$ cat src/sv/multi_queue_hysteresis_priority_server_assert.svh
// ----------------------------------------------------------------------------
// Assertion macros for the multi-queue server
// Concurrent checks clocked on i_clk and disabled while i_rst_n is low.
// ----------------------------------------------------------------------------
`ifndef MULTI_QUEUE_HYSTERESIS_PRIORITY_SERVER_ASSERT_SVH
`define MULTI_QUEUE_HYSTERESIS_PRIORITY_SERVER_ASSERT_SVH

// same-cycle implication
`define MQHPS_ASSERT_NOW(lbl, ante, cons) \
    lbl: assert property (@(posedge i_clk) disable iff (!i_rst_n) (ante) |-> (cons)) \
        else $error("mqhps check failed");

// next-cycle implication
`define MQHPS_ASSERT_NEXT(lbl, ante, cons) \
    lbl: assert property (@(posedge i_clk) disable iff (!i_rst_n) (ante) |=> (cons)) \
        else $error("mqhps check failed");

`endif

$ cat src/sv/mqhps_pkg.sv
// ----------------------------------------------------------------------------
// mqhps_pkg
// Shared types, codes and constants of the multi-queue server.
// ----------------------------------------------------------------------------
package mqhps_pkg;

    localparam int NUM_ROADS       = 4;
    localparam int LANES_PER_ROAD  = 3;
    localparam int MAX_LANE        = NUM_ROADS * LANES_PER_ROAD;
    localparam int DEF_QUEUE_DEPTH = 16;

    localparam logic [1:0] RST_PRIO_LANE   = 2'd2;
    localparam logic [4:0] RST_ENTER_LEVEL = 5'd10;
    localparam logic [4:0] RST_EXIT_LEVEL  = 5'd5;

    // configuration register indexes
    localparam logic [1:0] CFG_PRIO_LANE   = 2'd0;
    localparam logic [1:0] CFG_ENTER_LEVEL = 2'd1;
    localparam logic [1:0] CFG_EXIT_LEVEL  = 2'd2;

    // result status codes
    localparam logic [2:0] ST_ACCEPTED = 3'd0;
    localparam logic [2:0] ST_DROPPED  = 3'd1;
    localparam logic [2:0] ST_INVALID  = 3'd2;
    localparam logic [2:0] ST_SENT     = 3'd3;
    localparam logic [2:0] ST_EMPTY    = 3'd4;

    // input modes
    localparam logic MODE_ARRIVE = 1'b0;
    localparam logic MODE_SERVE  = 1'b1;

    typedef struct packed {
        logic       serve;
        logic       bad_lane;
        logic [1:0] road;
        logic [3:0] lane;
    } t_cmd;

    function automatic logic lane_ok(input logic [3:0] lane);
        return (lane >= 4'd1) && (lane <= 4'(MAX_LANE));
    endfunction

    function automatic logic [1:0] lane_road(input logic [3:0] lane);
        logic [1:0] road;
        case (lane) inside
            [4'd1:4'd3]:   road = 2'd0;
            [4'd4:4'd6]:   road = 2'd1;
            [4'd7:4'd9]:   road = 2'd2;
            [4'd10:4'd12]: road = 2'd3;
            default:       road = 2'd0;
        endcase
        return road;
    endfunction

endpackage

$ cat src/sv/multi_queue_hysteresis_priority_server.sv
// ----------------------------------------------------------------------------
// multi_queue_hysteresis_priority_server
// Four road queues of lane numbers with hysteresis-controlled priority
// extraction of one lane from road zero.
// ----------------------------------------------------------------------------
//  channel  | direction | handshake                  | payload
//  ---------+-----------+----------------------------+--------------------------
//  in       | input     | i_in_valid / o_in_stall    | i_mode, i_arrival_lane
//  out      | output    | o_out_valid / i_out_stall  | o_status, o_sent_lane,
//           |           |                            | o_sent_road, o_priority_served
//  cfg      | input     | i_cfg_valid / o_cfg_ready  | i_cfg_index, i_cfg_data
//
//  Steps: a plain serve reads the head of the road served and then compacts
//  that road; a priority serve that finds its lane searches road zero up to
//  the match and then compacts road zero. A priority search with no match
//  scans all of road zero before the plain serve. All of this runs on the one
//  memory, which has one read port and one write port.
//  Two transactions may wait in the command queue while one executes.
//  Writing priority_lane recounts road zero, with cfg ready low meanwhile.
//  Reset is synchronous and active low; queue contents are not cleared.
//  A stalled output holds its transaction; new commands wait until it leaves.
// ----------------------------------------------------------------------------
`include "multi_queue_hysteresis_priority_server_assert.svh"

module multi_queue_hysteresis_priority_server #(
    parameter int QUEUE_DEPTH = mqhps_pkg::DEF_QUEUE_DEPTH
) (
    input  logic       i_clk,
    input  logic       i_rst_n,
    input  logic       i_in_valid,
    output logic       o_in_stall,
    input  logic       i_mode,
    input  logic [3:0] i_arrival_lane,
    output logic       o_out_valid,
    input  logic       i_out_stall,
    output logic [2:0] o_status,
    output logic [3:0] o_sent_lane,
    output logic [1:0] o_sent_road,
    output logic       o_priority_served,
    input  logic       i_cfg_valid,
    output logic       o_cfg_ready,
    input  logic [1:0] i_cfg_index,
    input  logic [4:0] i_cfg_data
);
    import mqhps_pkg::*;

    logic cmd_valid;
    t_cmd cmd;
    logic cmd_pop;
    logic out_nosend;
    logic out_sent;
    logic sent_match;
    logic cfg_lane_wr;

    // classify and queue incoming transactions
    mqhps_front u_front (
        .i_clk          (i_clk),
        .i_rst_n        (i_rst_n),
        .i_in_valid     (i_in_valid),
        .o_in_stall     (o_in_stall),
        .i_mode         (i_mode),
        .i_arrival_lane (i_arrival_lane),
        .o_cmd_valid    (cmd_valid),
        .o_cmd          (cmd),
        .i_cmd_pop      (cmd_pop)
    );

    // execute commands against the road queues
    mqhps_back #(
        .QUEUE_DEPTH (QUEUE_DEPTH)
    ) u_back (
        .i_clk             (i_clk),
        .i_rst_n           (i_rst_n),
        .i_cmd_valid       (cmd_valid),
        .i_cmd             (cmd),
        .o_cmd_pop         (cmd_pop),
        .i_cfg_valid       (i_cfg_valid),
        .o_cfg_ready       (o_cfg_ready),
        .i_cfg_index       (i_cfg_index),
        .i_cfg_data        (i_cfg_data),
        .o_out_valid       (o_out_valid),
        .i_out_stall       (i_out_stall),
        .o_status          (o_status),
        .o_sent_lane       (o_sent_lane),
        .o_sent_road       (o_sent_road),
        .o_priority_served (o_priority_served)
    );

    assign out_nosend  = o_out_valid && (o_status != ST_SENT);
    assign out_sent    = o_out_valid && (o_status == ST_SENT);
    assign sent_match  = lane_ok(o_sent_lane) && (lane_road(o_sent_lane) == o_sent_road);
    assign cfg_lane_wr = i_cfg_valid && o_cfg_ready && (i_cfg_index == CFG_PRIO_LANE);

    // anything but a send carries no lane and no priority mark
    `MQHPS_ASSERT_NOW(a_nosend_clean, out_nosend, (o_sent_lane == 4'd0) && !o_priority_served)
    // a sent vehicle is a real lane of the reported road
    `MQHPS_ASSERT_NOW(a_sent_road, out_sent, sent_match)
    // priority extraction only ever serves road zero
    `MQHPS_ASSERT_NOW(a_prio_road0, o_out_valid && o_priority_served, (o_sent_road == 2'd0) && out_sent)
    // a priority lane write always starts a recount
    `MQHPS_ASSERT_NEXT(a_recount, cfg_lane_wr, !o_cfg_ready)

endmodule

$ cat src/sv/mqhps_front.sv
// ----------------------------------------------------------------------------
// mqhps_front
// Accepts items, classifies lane and road, and holds them in a two-entry
// command queue towards the execution side.
// ----------------------------------------------------------------------------
module mqhps_front (
    input  logic             i_clk,
    input  logic             i_rst_n,
    input  logic             i_in_valid,
    output logic             o_in_stall,
    input  logic             i_mode,
    input  logic [3:0]       i_arrival_lane,
    output logic             o_cmd_valid,
    output mqhps_pkg::t_cmd  o_cmd,
    input  logic             i_cmd_pop
);
    import mqhps_pkg::*;

    t_cmd       r_q [2];
    logic       r_wp;
    logic       r_rp;
    logic [1:0] r_cnt;
    t_cmd       n_cmd;
    logic       push;

    always_comb begin
        n_cmd.serve    = (i_mode == MODE_SERVE);
        n_cmd.bad_lane = !lane_ok(i_arrival_lane);
        n_cmd.road     = lane_road(i_arrival_lane);
        n_cmd.lane     = i_arrival_lane;
    end

    assign o_in_stall  = (r_cnt == 2'd2);
    assign push        = i_in_valid && !o_in_stall;
    assign o_cmd_valid = (r_cnt != 2'd0);
    assign o_cmd       = r_q[r_rp];

    always_ff @(posedge i_clk) begin
        if (push) begin
            r_q[r_wp] <= n_cmd;
        end
        if (!i_rst_n) begin
            r_wp  <= 1'b0;
            r_rp  <= 1'b0;
            r_cnt <= 2'd0;
        end else begin
            if (push) begin
                r_wp <= !r_wp;
            end
            if (i_cmd_pop) begin
                r_rp <= !r_rp;
            end
            r_cnt <= r_cnt + {1'b0, push} - {1'b0, i_cmd_pop};
        end
    end

endmodule

$ cat src/sv/mqhps_back.sv
// ----------------------------------------------------------------------------
// mqhps_back
// Executes commands on the road queues: append, head pop, priority-lane
// search and compaction of road zero, and backlog recount on lane change.
// ----------------------------------------------------------------------------
module mqhps_back #(
    parameter int QUEUE_DEPTH = mqhps_pkg::DEF_QUEUE_DEPTH
) (
    input  logic             i_clk,
    input  logic             i_rst_n,
    input  logic             i_cmd_valid,
    input  mqhps_pkg::t_cmd  i_cmd,
    output logic             o_cmd_pop,
    input  logic             i_cfg_valid,
    output logic             o_cfg_ready,
    input  logic [1:0]       i_cfg_index,
    input  logic [4:0]       i_cfg_data,
    output logic             o_out_valid,
    input  logic             i_out_stall,
    output logic [2:0]       o_status,
    output logic [3:0]       o_sent_lane,
    output logic [1:0]       o_sent_road,
    output logic             o_priority_served
);
    import mqhps_pkg::*;

    localparam int AW = (QUEUE_DEPTH > 1) ? $clog2(QUEUE_DEPTH) : 1;
    localparam int CW = $clog2(QUEUE_DEPTH + 1);
    localparam int LW = (CW > 5) ? CW : 5;
    localparam int MW = AW + 2;

    typedef enum logic [2:0] {
        S_IDLE, S_SCAN, S_ORD, S_GRAB, S_SHIFT, S_RECOUNT
    } t_state;

    t_state        r_state;
    logic [3:0]    r_mem [NUM_ROADS << AW];
    logic [3:0]    r_rdata;
    logic [CW-1:0] r_fill [NUM_ROADS];
    logic [CW-1:0] r_backlog;
    logic          r_active;
    logic [1:0]    r_plane;
    logic [4:0]    r_enter;
    logic [4:0]    r_exit;
    logic [CW-1:0] r_idx;
    logic [CW-1:0] r_ppos;
    logic          r_pend;
    logic [3:0]    r_val;
    logic [1:0]    r_road;
    logic          r_prio;
    logic          r_out_valid;
    logic [2:0]    r_status;
    logic [3:0]    r_lane_o;
    logic [1:0]    r_road_o;
    logic          r_prio_o;

    logic          out_free;
    logic          wr_en;
    logic [MW-1:0] wr_addr;
    logic [3:0]    wr_data;
    logic [MW-1:0] rd_addr;
    logic          n_active;
    logic          match;
    logic          any_busy;
    logic [1:0]    first_road;
    logic [CW-1:0] ppos_dec;
    logic          rd_more;
    logic          res_load;

    assign out_free    = !r_out_valid || !i_out_stall;
    assign o_cfg_ready = (r_state == S_IDLE);
    assign o_cmd_pop   = (r_state == S_IDLE) && !i_cfg_valid && i_cmd_valid && out_free;
    assign match       = r_pend && (r_rdata == {2'b00, r_plane});
    assign ppos_dec    = r_ppos - 1'b1;

    // a result is loaded on an arrival, on an empty serve and at the end of a send
    assign res_load = (o_cmd_pop && !i_cmd.serve)
                      || ((r_state == S_ORD) && !any_busy)
                      || ((r_state == S_SHIFT) && !rd_more);

    always_comb begin
        any_busy   = 1'b0;
        first_road = 2'd0;
        for (int r = NUM_ROADS - 1; r >= 0; r--) begin
            if (r_fill[r] != '0) begin
                any_busy   = 1'b1;
                first_road = 2'(r);
            end
        end
    end

    always_comb begin
        if (LW'(r_backlog) > LW'(r_enter)) begin
            n_active = 1'b1;
        end else if (LW'(r_backlog) < LW'(r_exit)) begin
            n_active = 1'b0;
        end else begin
            n_active = r_active;
        end
    end

    // memory port control
    always_comb begin
        wr_en   = 1'b0;
        wr_addr = {i_cmd.road, r_fill[i_cmd.road][AW-1:0]};
        wr_data = i_cmd.lane;
        rd_addr = {2'd0, r_idx[AW-1:0]};
        rd_more = 1'b0;
        case (r_state)
            S_IDLE: begin
                wr_en = o_cmd_pop && !i_cmd.serve && !i_cmd.bad_lane
                        && (r_fill[i_cmd.road] != CW'(QUEUE_DEPTH));
            end
            S_SCAN, S_RECOUNT: begin
                rd_more = (r_idx < r_fill[0]);
            end
            S_ORD: begin
                rd_addr = {first_road, {AW{1'b0}}};
            end
            S_SHIFT: begin
                rd_addr = {r_road, r_idx[AW-1:0]};
                rd_more = (r_idx < r_fill[r_road]);
                wr_en   = r_pend;
                wr_addr = {r_road, ppos_dec[AW-1:0]};
                wr_data = r_rdata;
            end
            default: begin
                wr_en = 1'b0;
            end
        endcase
    end

    always_ff @(posedge i_clk) begin
        if (wr_en) begin
            r_mem[wr_addr] <= wr_data;
        end
        r_rdata <= r_mem[rd_addr];
    end

    always_ff @(posedge i_clk) begin
        if (!i_rst_n) begin
            r_state     <= S_IDLE;
            r_fill      <= '{default: '0};
            r_backlog   <= '0;
            r_active    <= 1'b0;
            r_plane     <= RST_PRIO_LANE;
            r_enter     <= RST_ENTER_LEVEL;
            r_exit      <= RST_EXIT_LEVEL;
            r_pend      <= 1'b0;
            r_out_valid <= 1'b0;
        end else begin
            r_out_valid <= res_load || (r_out_valid && i_out_stall);
            case (r_state)
                S_IDLE: begin
                    r_pend <= 1'b0;
                    r_idx  <= '0;
                    if (i_cfg_valid) begin
                        case (i_cfg_index)
                            CFG_PRIO_LANE: begin
                                r_plane   <= i_cfg_data[1:0];
                                r_backlog <= '0;
                                r_state   <= S_RECOUNT;
                            end
                            CFG_ENTER_LEVEL: r_enter <= i_cfg_data;
                            CFG_EXIT_LEVEL:  r_exit  <= i_cfg_data;
                            default:         r_enter <= r_enter;
                        endcase
                    end else if (o_cmd_pop) begin
                        if (i_cmd.serve) begin
                            r_active <= n_active;
                            if (n_active && (LW'(r_backlog) >= LW'(r_exit))) begin
                                r_state <= S_SCAN;
                            end else begin
                                r_state <= S_ORD;
                            end
                        end else begin
                            r_lane_o    <= 4'd0;
                            r_prio_o    <= 1'b0;
                            if (i_cmd.bad_lane) begin
                                r_status <= ST_INVALID;
                                r_road_o <= 2'd0;
                            end else begin
                                r_road_o <= i_cmd.road;
                                if (wr_en) begin
                                    r_status <= ST_ACCEPTED;
                                    r_fill[i_cmd.road] <= r_fill[i_cmd.road] + 1'b1;
                                    if ((i_cmd.road == 2'd0)
                                        && (i_cmd.lane == {2'b00, r_plane})) begin
                                        r_backlog <= r_backlog + 1'b1;
                                    end
                                end else begin
                                    r_status <= ST_DROPPED;
                                end
                            end
                        end
                    end
                end
                S_SCAN: begin
                    if (match) begin
                        r_val   <= r_rdata;
                        r_road  <= 2'd0;
                        r_prio  <= 1'b1;
                        r_idx   <= r_ppos + 1'b1;
                        r_pend  <= 1'b0;
                        r_state <= S_SHIFT;
                    end else if (rd_more) begin
                        r_pend <= 1'b1;
                        r_ppos <= r_idx;
                        r_idx  <= r_idx + 1'b1;
                    end else begin
                        // nothing matched: fall back to plain service
                        r_pend  <= 1'b0;
                        r_state <= S_ORD;
                    end
                end
                S_ORD: begin
                    r_prio <= 1'b0;
                    r_road <= first_road;
                    if (any_busy) begin
                        r_state <= S_GRAB;
                    end else begin
                        r_status    <= ST_EMPTY;
                        r_lane_o    <= 4'd0;
                        r_road_o    <= 2'd0;
                        r_prio_o    <= 1'b0;
                        r_state     <= S_IDLE;
                    end
                end
                S_GRAB: begin
                    r_val   <= r_rdata;
                    r_idx   <= CW'(1);
                    r_pend  <= 1'b0;
                    r_state <= S_SHIFT;
                end
                S_SHIFT: begin
                    if (rd_more) begin
                        r_pend <= 1'b1;
                        r_ppos <= r_idx;
                        r_idx  <= r_idx + 1'b1;
                    end else begin
                        r_pend <= 1'b0;
                        r_fill[r_road] <= r_fill[r_road] - 1'b1;
                        if ((r_road == 2'd0) && (r_val == {2'b00, r_plane})
                            && (r_backlog != '0)) begin
                            r_backlog <= r_backlog - 1'b1;
                        end
                        r_status    <= ST_SENT;
                        r_lane_o    <= r_val;
                        r_road_o    <= r_road;
                        r_prio_o    <= r_prio;
                        r_state     <= S_IDLE;
                    end
                end
                S_RECOUNT: begin
                    if (match) begin
                        r_backlog <= r_backlog + 1'b1;
                    end
                    if (rd_more) begin
                        r_pend <= 1'b1;
                        r_idx  <= r_idx + 1'b1;
                    end else begin
                        r_pend  <= 1'b0;
                        r_state <= S_IDLE;
                    end
                end
                default: begin
                    r_state <= S_IDLE;
                end
            endcase
        end
    end

    assign o_out_valid       = r_out_valid;
    assign o_status          = r_status;
    assign o_sent_lane       = r_lane_o;
    assign o_sent_road       = r_road_o;
    assign o_priority_served = r_prio_o;

endmodule

$ cat config.mk
export PLATFORM = sky130hd
export DESIGN_NAME = multi_queue_hysteresis_priority_server
export DESIGN_NICKNAME = d
export VERILOG_FILES = /design/src/sv/mqhps_pkg.sv /design/src/sv/multi_queue_hysteresis_priority_server.sv /design/src/sv/mqhps_front.sv /design/src/sv/mqhps_back.sv
export VERILOG_INCLUDE_DIRS = /design/src /design/src/sv
export SDC_FILE = /design/constraint.sdc
export NUM_CORES = 1
export LEC_CHECK = 0
export BUFFER_PORTS_ARGS = -buffer_cell sky130_fd_sc_hd__buf_2
export CORE_MARGIN = 2
export CORE_UTILIZATION = 50
export CTS_BUF_LIST = sky130_fd_sc_hd__clkbuf_4 sky130_fd_sc_hd__clkbuf_8
export DETAILED_ROUTE_END_ITERATION = 8
export GPL_ROUTABILITY_DRIVEN = 0
export PLACE_DENSITY = 0.66
export SLEW_MARGIN = 25
export SYNTH_ARGS = -nofsm -noshare
export SYNTH_HDL_FRONTEND = slang
export SYNTH_HIERARCHICAL = 1
export SYNTH_SLANG_ARGS = --single-unit
$ cat constraint.sdc
create_clock -name i_clk -period 3.7 [get_ports i_clk]
set_input_delay 0.555 -clock i_clk [delete_from_list [all_inputs] [get_ports i_clk]]
set_output_delay 0.555 -clock i_clk [all_outputs]
set_load 0.02 [all_outputs]
## After elaboration in Yosys (flattened, before gate mapping)

Memory sizes are Yosys's and may differ from the RTL's. A register that Yosys moved wholly into a read port is not among the register bits.
Index checks and enable logic that the tools add are counted.

| word-level totals | value |
|---|---|
| bits in registers | 74 |
| logic and storage cells | 264 |
| bits in latches | 0 |
| memories kept | 2 |
| input port bits | 17 |
| memory bits (writable) | 272 |
| memory bits (read-only) | 0 |
| output and inout bits | 13 |

| cells by class | value |
|---|---|
| divide/modulo/power cells | 0 |
| reduce and logical (&&, ||, !) cells | 70 |
| shifts and indexed selects | 0 |
| multiply operators | 0 |
| order comparisons | 17 |
| equality and inequality tests | 32 |
| add/sub/neg operators | 9 |
| bitwise gates (word level) | 3 |
| mux-type cells | 107 |

Memory list:

| name | depth | bits a word | read ports | clocked after memory_dff | write ports | line | RTL |
|---|---|---|---|---|---|---|---|
| u_back.r_mem | 64 | 4 | 1 | 1 | 1 | mqhps_back.sv:37 | `logic [3:0] r_mem [NUM_ROADS << AW];` |
| u_front.r_q | 2 | 8 | 1 | 1 | 1 | mqhps_front.sv:19 | `t_cmd r_q [2];` |

Operator list:

| cell | count |
|---|---|
| $mux W20 | 6 |
| $mux W5 | 20 |
| $bwmux W20 | 2 |
| $pmux W20 S2 | 1 |
| $mux W3 | 13 |
| $mux W2 | 17 |
| $mux W4 | 7 |
| $reduce_bool A5 Y1 | 5 |
| $logic_and A1 B1 Y1 | 22 |
| $mux W1 | 21 |
| $add A5 B1 Y5 const B | 4 |
| $bmux W5 S2 | 2 |
| $demux W5 S2 | 2 |
| $pmux W5 S4 | 1 |
| $ne A3 B2 Y1 const B | 6 |
| $reduce_and A3 Y1 | 6 |
| $ne A2 B2 Y1 const B | 8 |
| $lt A5 B5 Y1 | 3 |
| $pmux W3 S5 | 1 |
| $pmux W5 S3 | 1 |
| $reduce_and A7 Y1 | 2 |
| $eq A4 B2 Y1 | 3 |
| $pmux W4 S3 | 1 |
| $pmux W6 S2 | 1 |
| other kinds (44) | 83 |

## Longest topological paths before layout

| logic depth | value |
|---|---|
| word-level depth | 14 |
| gate-level depth with buffers | 13 |
| depth with buffers taken out | 10 |

## By module

Netlist, hierarchy kept.

Modules (own cells, without submodules):

| module | times used | area an instance (µm²) | sequential area each (µm²) | cells an instance |
|---|---|---|---|---|
| mqhps_back | 1 | 15097.0 | 9439.1 | 1208 |
| mqhps_front | 1 | 857.1 | 580.6 | 61 |

## Worst setup path after synthesis

Ideal clock, no wire load.

| timing path | value |
|---|---|
| path kind | register -> register |
| from | reg u_back/r_road[1] (netlist name) |
| to | reg u_back.r_ppos[0], enable pin |
| stages on the path, launching flop included | 10 |
| slack | 0.399 ns |
| library setup time | 0.381 ns |
| path buffers | 1 |
| clock period less this slack | 3.301 ns |
| required time | 3.319 ns |
| arrival | 2.920 ns |
| cell sequence | edfxtp_1 -> clkbuf_1 -> mux4_2 -> inv_1 -> ha_1 -> a21oi_1 -> o2111ai_1 -> nor2_1 -> nor2_1 -> nor4_1 |

RTL lines:

| item | line | RTL |
|---|---|---|
| to (signal assigned) | mqhps_back.sv:208 | `r_ppos <= r_idx;` |
| to (signal assigned) | mqhps_back.sv:238 | `r_ppos <= r_idx;` |
| to (decl) | mqhps_back.sv:46 | `logic [CW-1:0] r_ppos;` |

==> impl_metrics.csv <==
group,metric,value,unit
sta,timing.final.ws_setup,0.216,ns
pwr,internal_power,8.63,mW
global_routing,antenna_found_initial,0,
hold_path,hp-start,"i_mode",
global_routing,top_usage_layer,"met2",
worst_setup_path,worstSetupEndpointType,"flip-flop",
synthesis,synth_top_area_share,56.3,%
worst_setup_path,crit_slowest_cell,"mux2_1",
cts,path_clk_slew,0.06,ns
synthesis,yosys_warnings,6,
pwr,power,13.6,mW
detailed_routing,wl_per_cell,22.0,um
floorplanning,core,0.0315,mm^2
sta,finalMaxSlewViolations,0,
pwr,p_sw,4.99,mW
detailed_routing,drtAntennaViolNets,0,
cts,h-tree-depth,2,
global_routing,grt_pass1_wl,60100,um
floorplanning,fp.dieW,183,um
global_routing,use_met1,34.0,%
pwr,pwr-share-comb,35.2,%
worst_setup_path,reg2reg_to,"u_back/r_mem[35][0]$_DFFE_PP_",
synthesis,ys.flop_type,"edfxtp_1",
worst_setup_path,crit_buf_inv,2,
synthesis,synth_seq_cells,351,
sta,fin_setup_tns,0,ns
placement,io_buffers,29,
hold_path,holdPathStages,1,
detailed_routing,drt-total-wl,38900,um
synthesis,synth_area,0.0160,mm^2
cts,cts_root_buf,"clkbuf_8",
global_routing,grt_pass1_vias,10374,
synthesis,synthCells,1269,
cts,numCtsBuffers,57,
floorplanning,start_util,50.7,%
worst_setup_path,reg2reg_slack,0.22,ns
sta,rsz0062_at_grt,"false",
pwr,powerDensity,763,mW/mm^2
worst_setup_path,critPathTopFamily,"simple AND/OR/NAND/NOR gates",
detailed_routing,via_per_inst,6.06,
synthesis,async_reset_ff_share,0,%
worst_setup_path,path_common_cell,"nor2_1",
worst_setup_path,r2r_cells,10,
placement,pre_cts_ws,0.241,ns
sta,clock_skew,0.0283,ns
worst_setup_path,worstPathCellList,"buf_4 > mux2_1 > mux4_2 > inv_1 > ha_1 > nand4bb_1 > a31oi_1 > nor2_1 > nand2_1 > nor2_1",
floorplanning,die_h,183,um
worst_setup_path,cpPeakStageDelay,0.51,ns
sta,fmax,287,MHz
cts,post_cts_buffers,0,
cells_and_area,areaGrowthSynthToFinish,11.8,%
worst_setup_path,crit_arrival,3.73,ns
pwr,clock_power_share,25.2,%
floorplanning,pin_count,30,
detailed_routing,drc,0,
global_routing,use_met3,5.05,%
pwr,power_leakage,6.31,nW
global_routing,grt_usage,23.6,%
sta,final-setup-viol-count,0,
sta,hold_viol,0,
cts,clock_latency,0.61,ns
synthesis,synth.distinct_cells,67,
global_routing,met2_usage,36.1,%
worst_setup_path,startpoint_type,"flip-flop",
worst_setup_path,path_class,"flip-flop to flip-flop",
detailed_routing,drtIter0Drc,1125,
outcome,outcome,"finished clean",
sta,fin_crit,3.48,ns
cells_and_area,final_nets,1364,
synthesis,yosys-top-cells-area,"edfxtp_1 56%, dfxtp_1 6.5%, mux4_2 4.2%",
sta,hold_slack,0.136,ns
synthesis,syn-num-nets,1315,
synthesis,synth.avg_cell_area,12.6,um^2
cells_and_area,n_antenna_cell,0,
pwr,swShare,36.6,%
hold_path,whs_endpoint,"u_front/r_q[1][7]$_DFFE_PP_",
sta,fin_crit_sh,94.2,%
cts,cts_tree,"done",
synthesis,synth_edf_count,299,
detailed_routing,dr.pass1.iters,5,
floorplanning,num_rows,65,
global_routing,grt_max_degree,83,
sta,maxSlewHeadroom,40.1,%
cells_and_area,drive_above_1_share,15.7,%
worst_setup_path,cp_max_fo,11,
cells_and_area,stdcell_count,1768,
synthesis,seq_area_frac_synth,62.8,%
cts,clock_path_buffers,3,
placement,placedCellCount,1661,
floorplanning,die-area,0.0334,mm^2
sta,worstMarginPinSlew,0.898,ns
placement,place.detailed.hpwl,25800,um
pwr,peakVddDrop,494,uV
global_routing,overflow,0,
synthesis,synth_largest_area_cell,"edfxtp_1",
cts,cts_sinks,351,
detailed_routing,via_count,10714,
run,cap_violations,0,
hold_path,hp-class,"primary input to flip-flop",
worst_setup_path,crit_required,3.95,ns
pwr,p_seq_share,39.6,%
layer usage:
| metal | routed length, um | up-vias |
|---|---|---|
| li1 | - | 4919 |
| met1 | 17200 | 5249 |
| met2 | 17400 | 482 |
| met3 | 3480 | 64 |
| met4 | 838 | 0 |
| met5 | 0 | - |
cell type report:
type / count / area [um^2]
clock buffers: 74 / 943
clock inverters: 33 / 238
fillers: 2515 / 13600
inverters: 42 / 158
multi-input cells: 802 / 5510
flip-flops and latches: 351 / 10000
well taps: 402 / 503
repair buffers: 64 / 470
cell usage in the layout (no fill, tap or decap), types with 25 or more instances in the layout:
master and instances:
edfxtp_1 299, nor2_1 131, nand2_1 102, a21oi_1 93, clkbuf_8 62, mux2i_1 57
dfxtp_1 52, nand3_1 46, inv_1 42, o21ai_0 41, buf_4 30, mux4_2 30
buf_2 29, ha_1 29, a22oi_1 25
timing repair:
| item | in CTS | in global routing |
|---|---|---|
| resized for setup | 0 | 1 |
| setup endpoints to repair | 0 | 4 |
| hold buffers | 0 | 0 |
how the worst max path moves through the flow:
stage | depth (start not counted) | to | startpoint
final | 10 | u_back/r_mem[35][0]$_DFFE_PP_ | flip-flop
after global placement | 10 | u_back/r_mem[26][1]$_DFFE_PP_ | flip-flop
after CTS | 10 | u_back/r_mem[2][1]$_DFFE_PP_ | flip-flop
after detailed placement | 10 | u_back/r_mem[50][2]$_DFFE_PP_ | flip-flop
after global routing | 10 | u_back/r_mem[2][0]$_DFFE_PP_ | flip-flop
after floorplan | 9 | u_back/r_ppos[0]$_DFFE_PP_ | u_back/r_road[1]$_SDFFCE_PN0P_
flip-flops by register name (all words and copies together) (netlist names), 3 cells and up, named ones only:
signal	flops
u_back/r_enter	5
u_back/r_fill	20
u_back/o_status	3
u_back/r_mem	256
u_back/r_backlog	5
u_back/r_ppos	5
u_back/r_state	3
u_back/r_rdata	4
u_back/r_idx	5
u_back/o_sent_lane	4
u_back/r_val	4
u_front/r_q	16
u_back/r_exit	5
kinds of logic (layout without fill, tap and decap cells):
kind of cell | count (synthesis) | count (layout) | synth area share, %
flip-flops | 351 | 351 | 62.8
XOR/XNOR | 26 | 26 | 1.43
AO/OA/AOI/OAI | 275 | 275 | 11.3
multiplexers | 102 | 102 | 8.87
AND/OR/NAND/NOR | 370 | 370 | 10.5
buffers and inverters | 116 | 213 | 2.82
adder cells (fa/ha/maj) | 29 | 29 | 2.27
metrics by stage:
| step | utilization [%] | instance area, um^2 |
|---|---|---|
| final | 56.7 | 17800 |
| after global routing | 56.7 | 17800 |
| after CTS | 56.7 | 17800 |
| after detailed placement | 52.9 | 16700 |
| after global placement | 52.9 | 16700 |
| after floorplan | - | 16000 |
cells in the mapped netlist, types with 11 or more instances:
| library cell | count |
|---|---|
| a211oi_1 | 20 |
| a21oi_1 | 93 |
| a22oi_1 | 25 |
| and2_1 | 12 |
| buf_1 | 11 |
| clkbuf_1 | 56 |
| dfxtp_1 | 52 |
| edfxtp_1 | 299 |
| ha_1 | 29 |
| inv_1 | 42 |
| mux2i_1 | 57 |
| mux4_2 | 30 |
| nand2_1 | 106 |
| nand3_1 | 46 |
| nor2_1 | 133 |
| nor3_1 | 12 |
| o21ai_0 | 41 |
| or3_1 | 11 |
| xnor2_1 | 18 |
power by group through the flow:
stage | registers, mW | logic [mW] | clock network [mW]
2_1_floorplan | 5.43 | 3.04 | 0
3_3_place_gp | 5.46 | 4.71 | 0
3_5_place_dp | 5.46 | 4.73 | 0
4_1_cts | 5.38 | 4.75 | 3.50
5_1_grt | 5.41 | 5.19 | 3.66
6_report | 5.39 | 4.80 | 3.43
(Power assumes the default switching activity.)
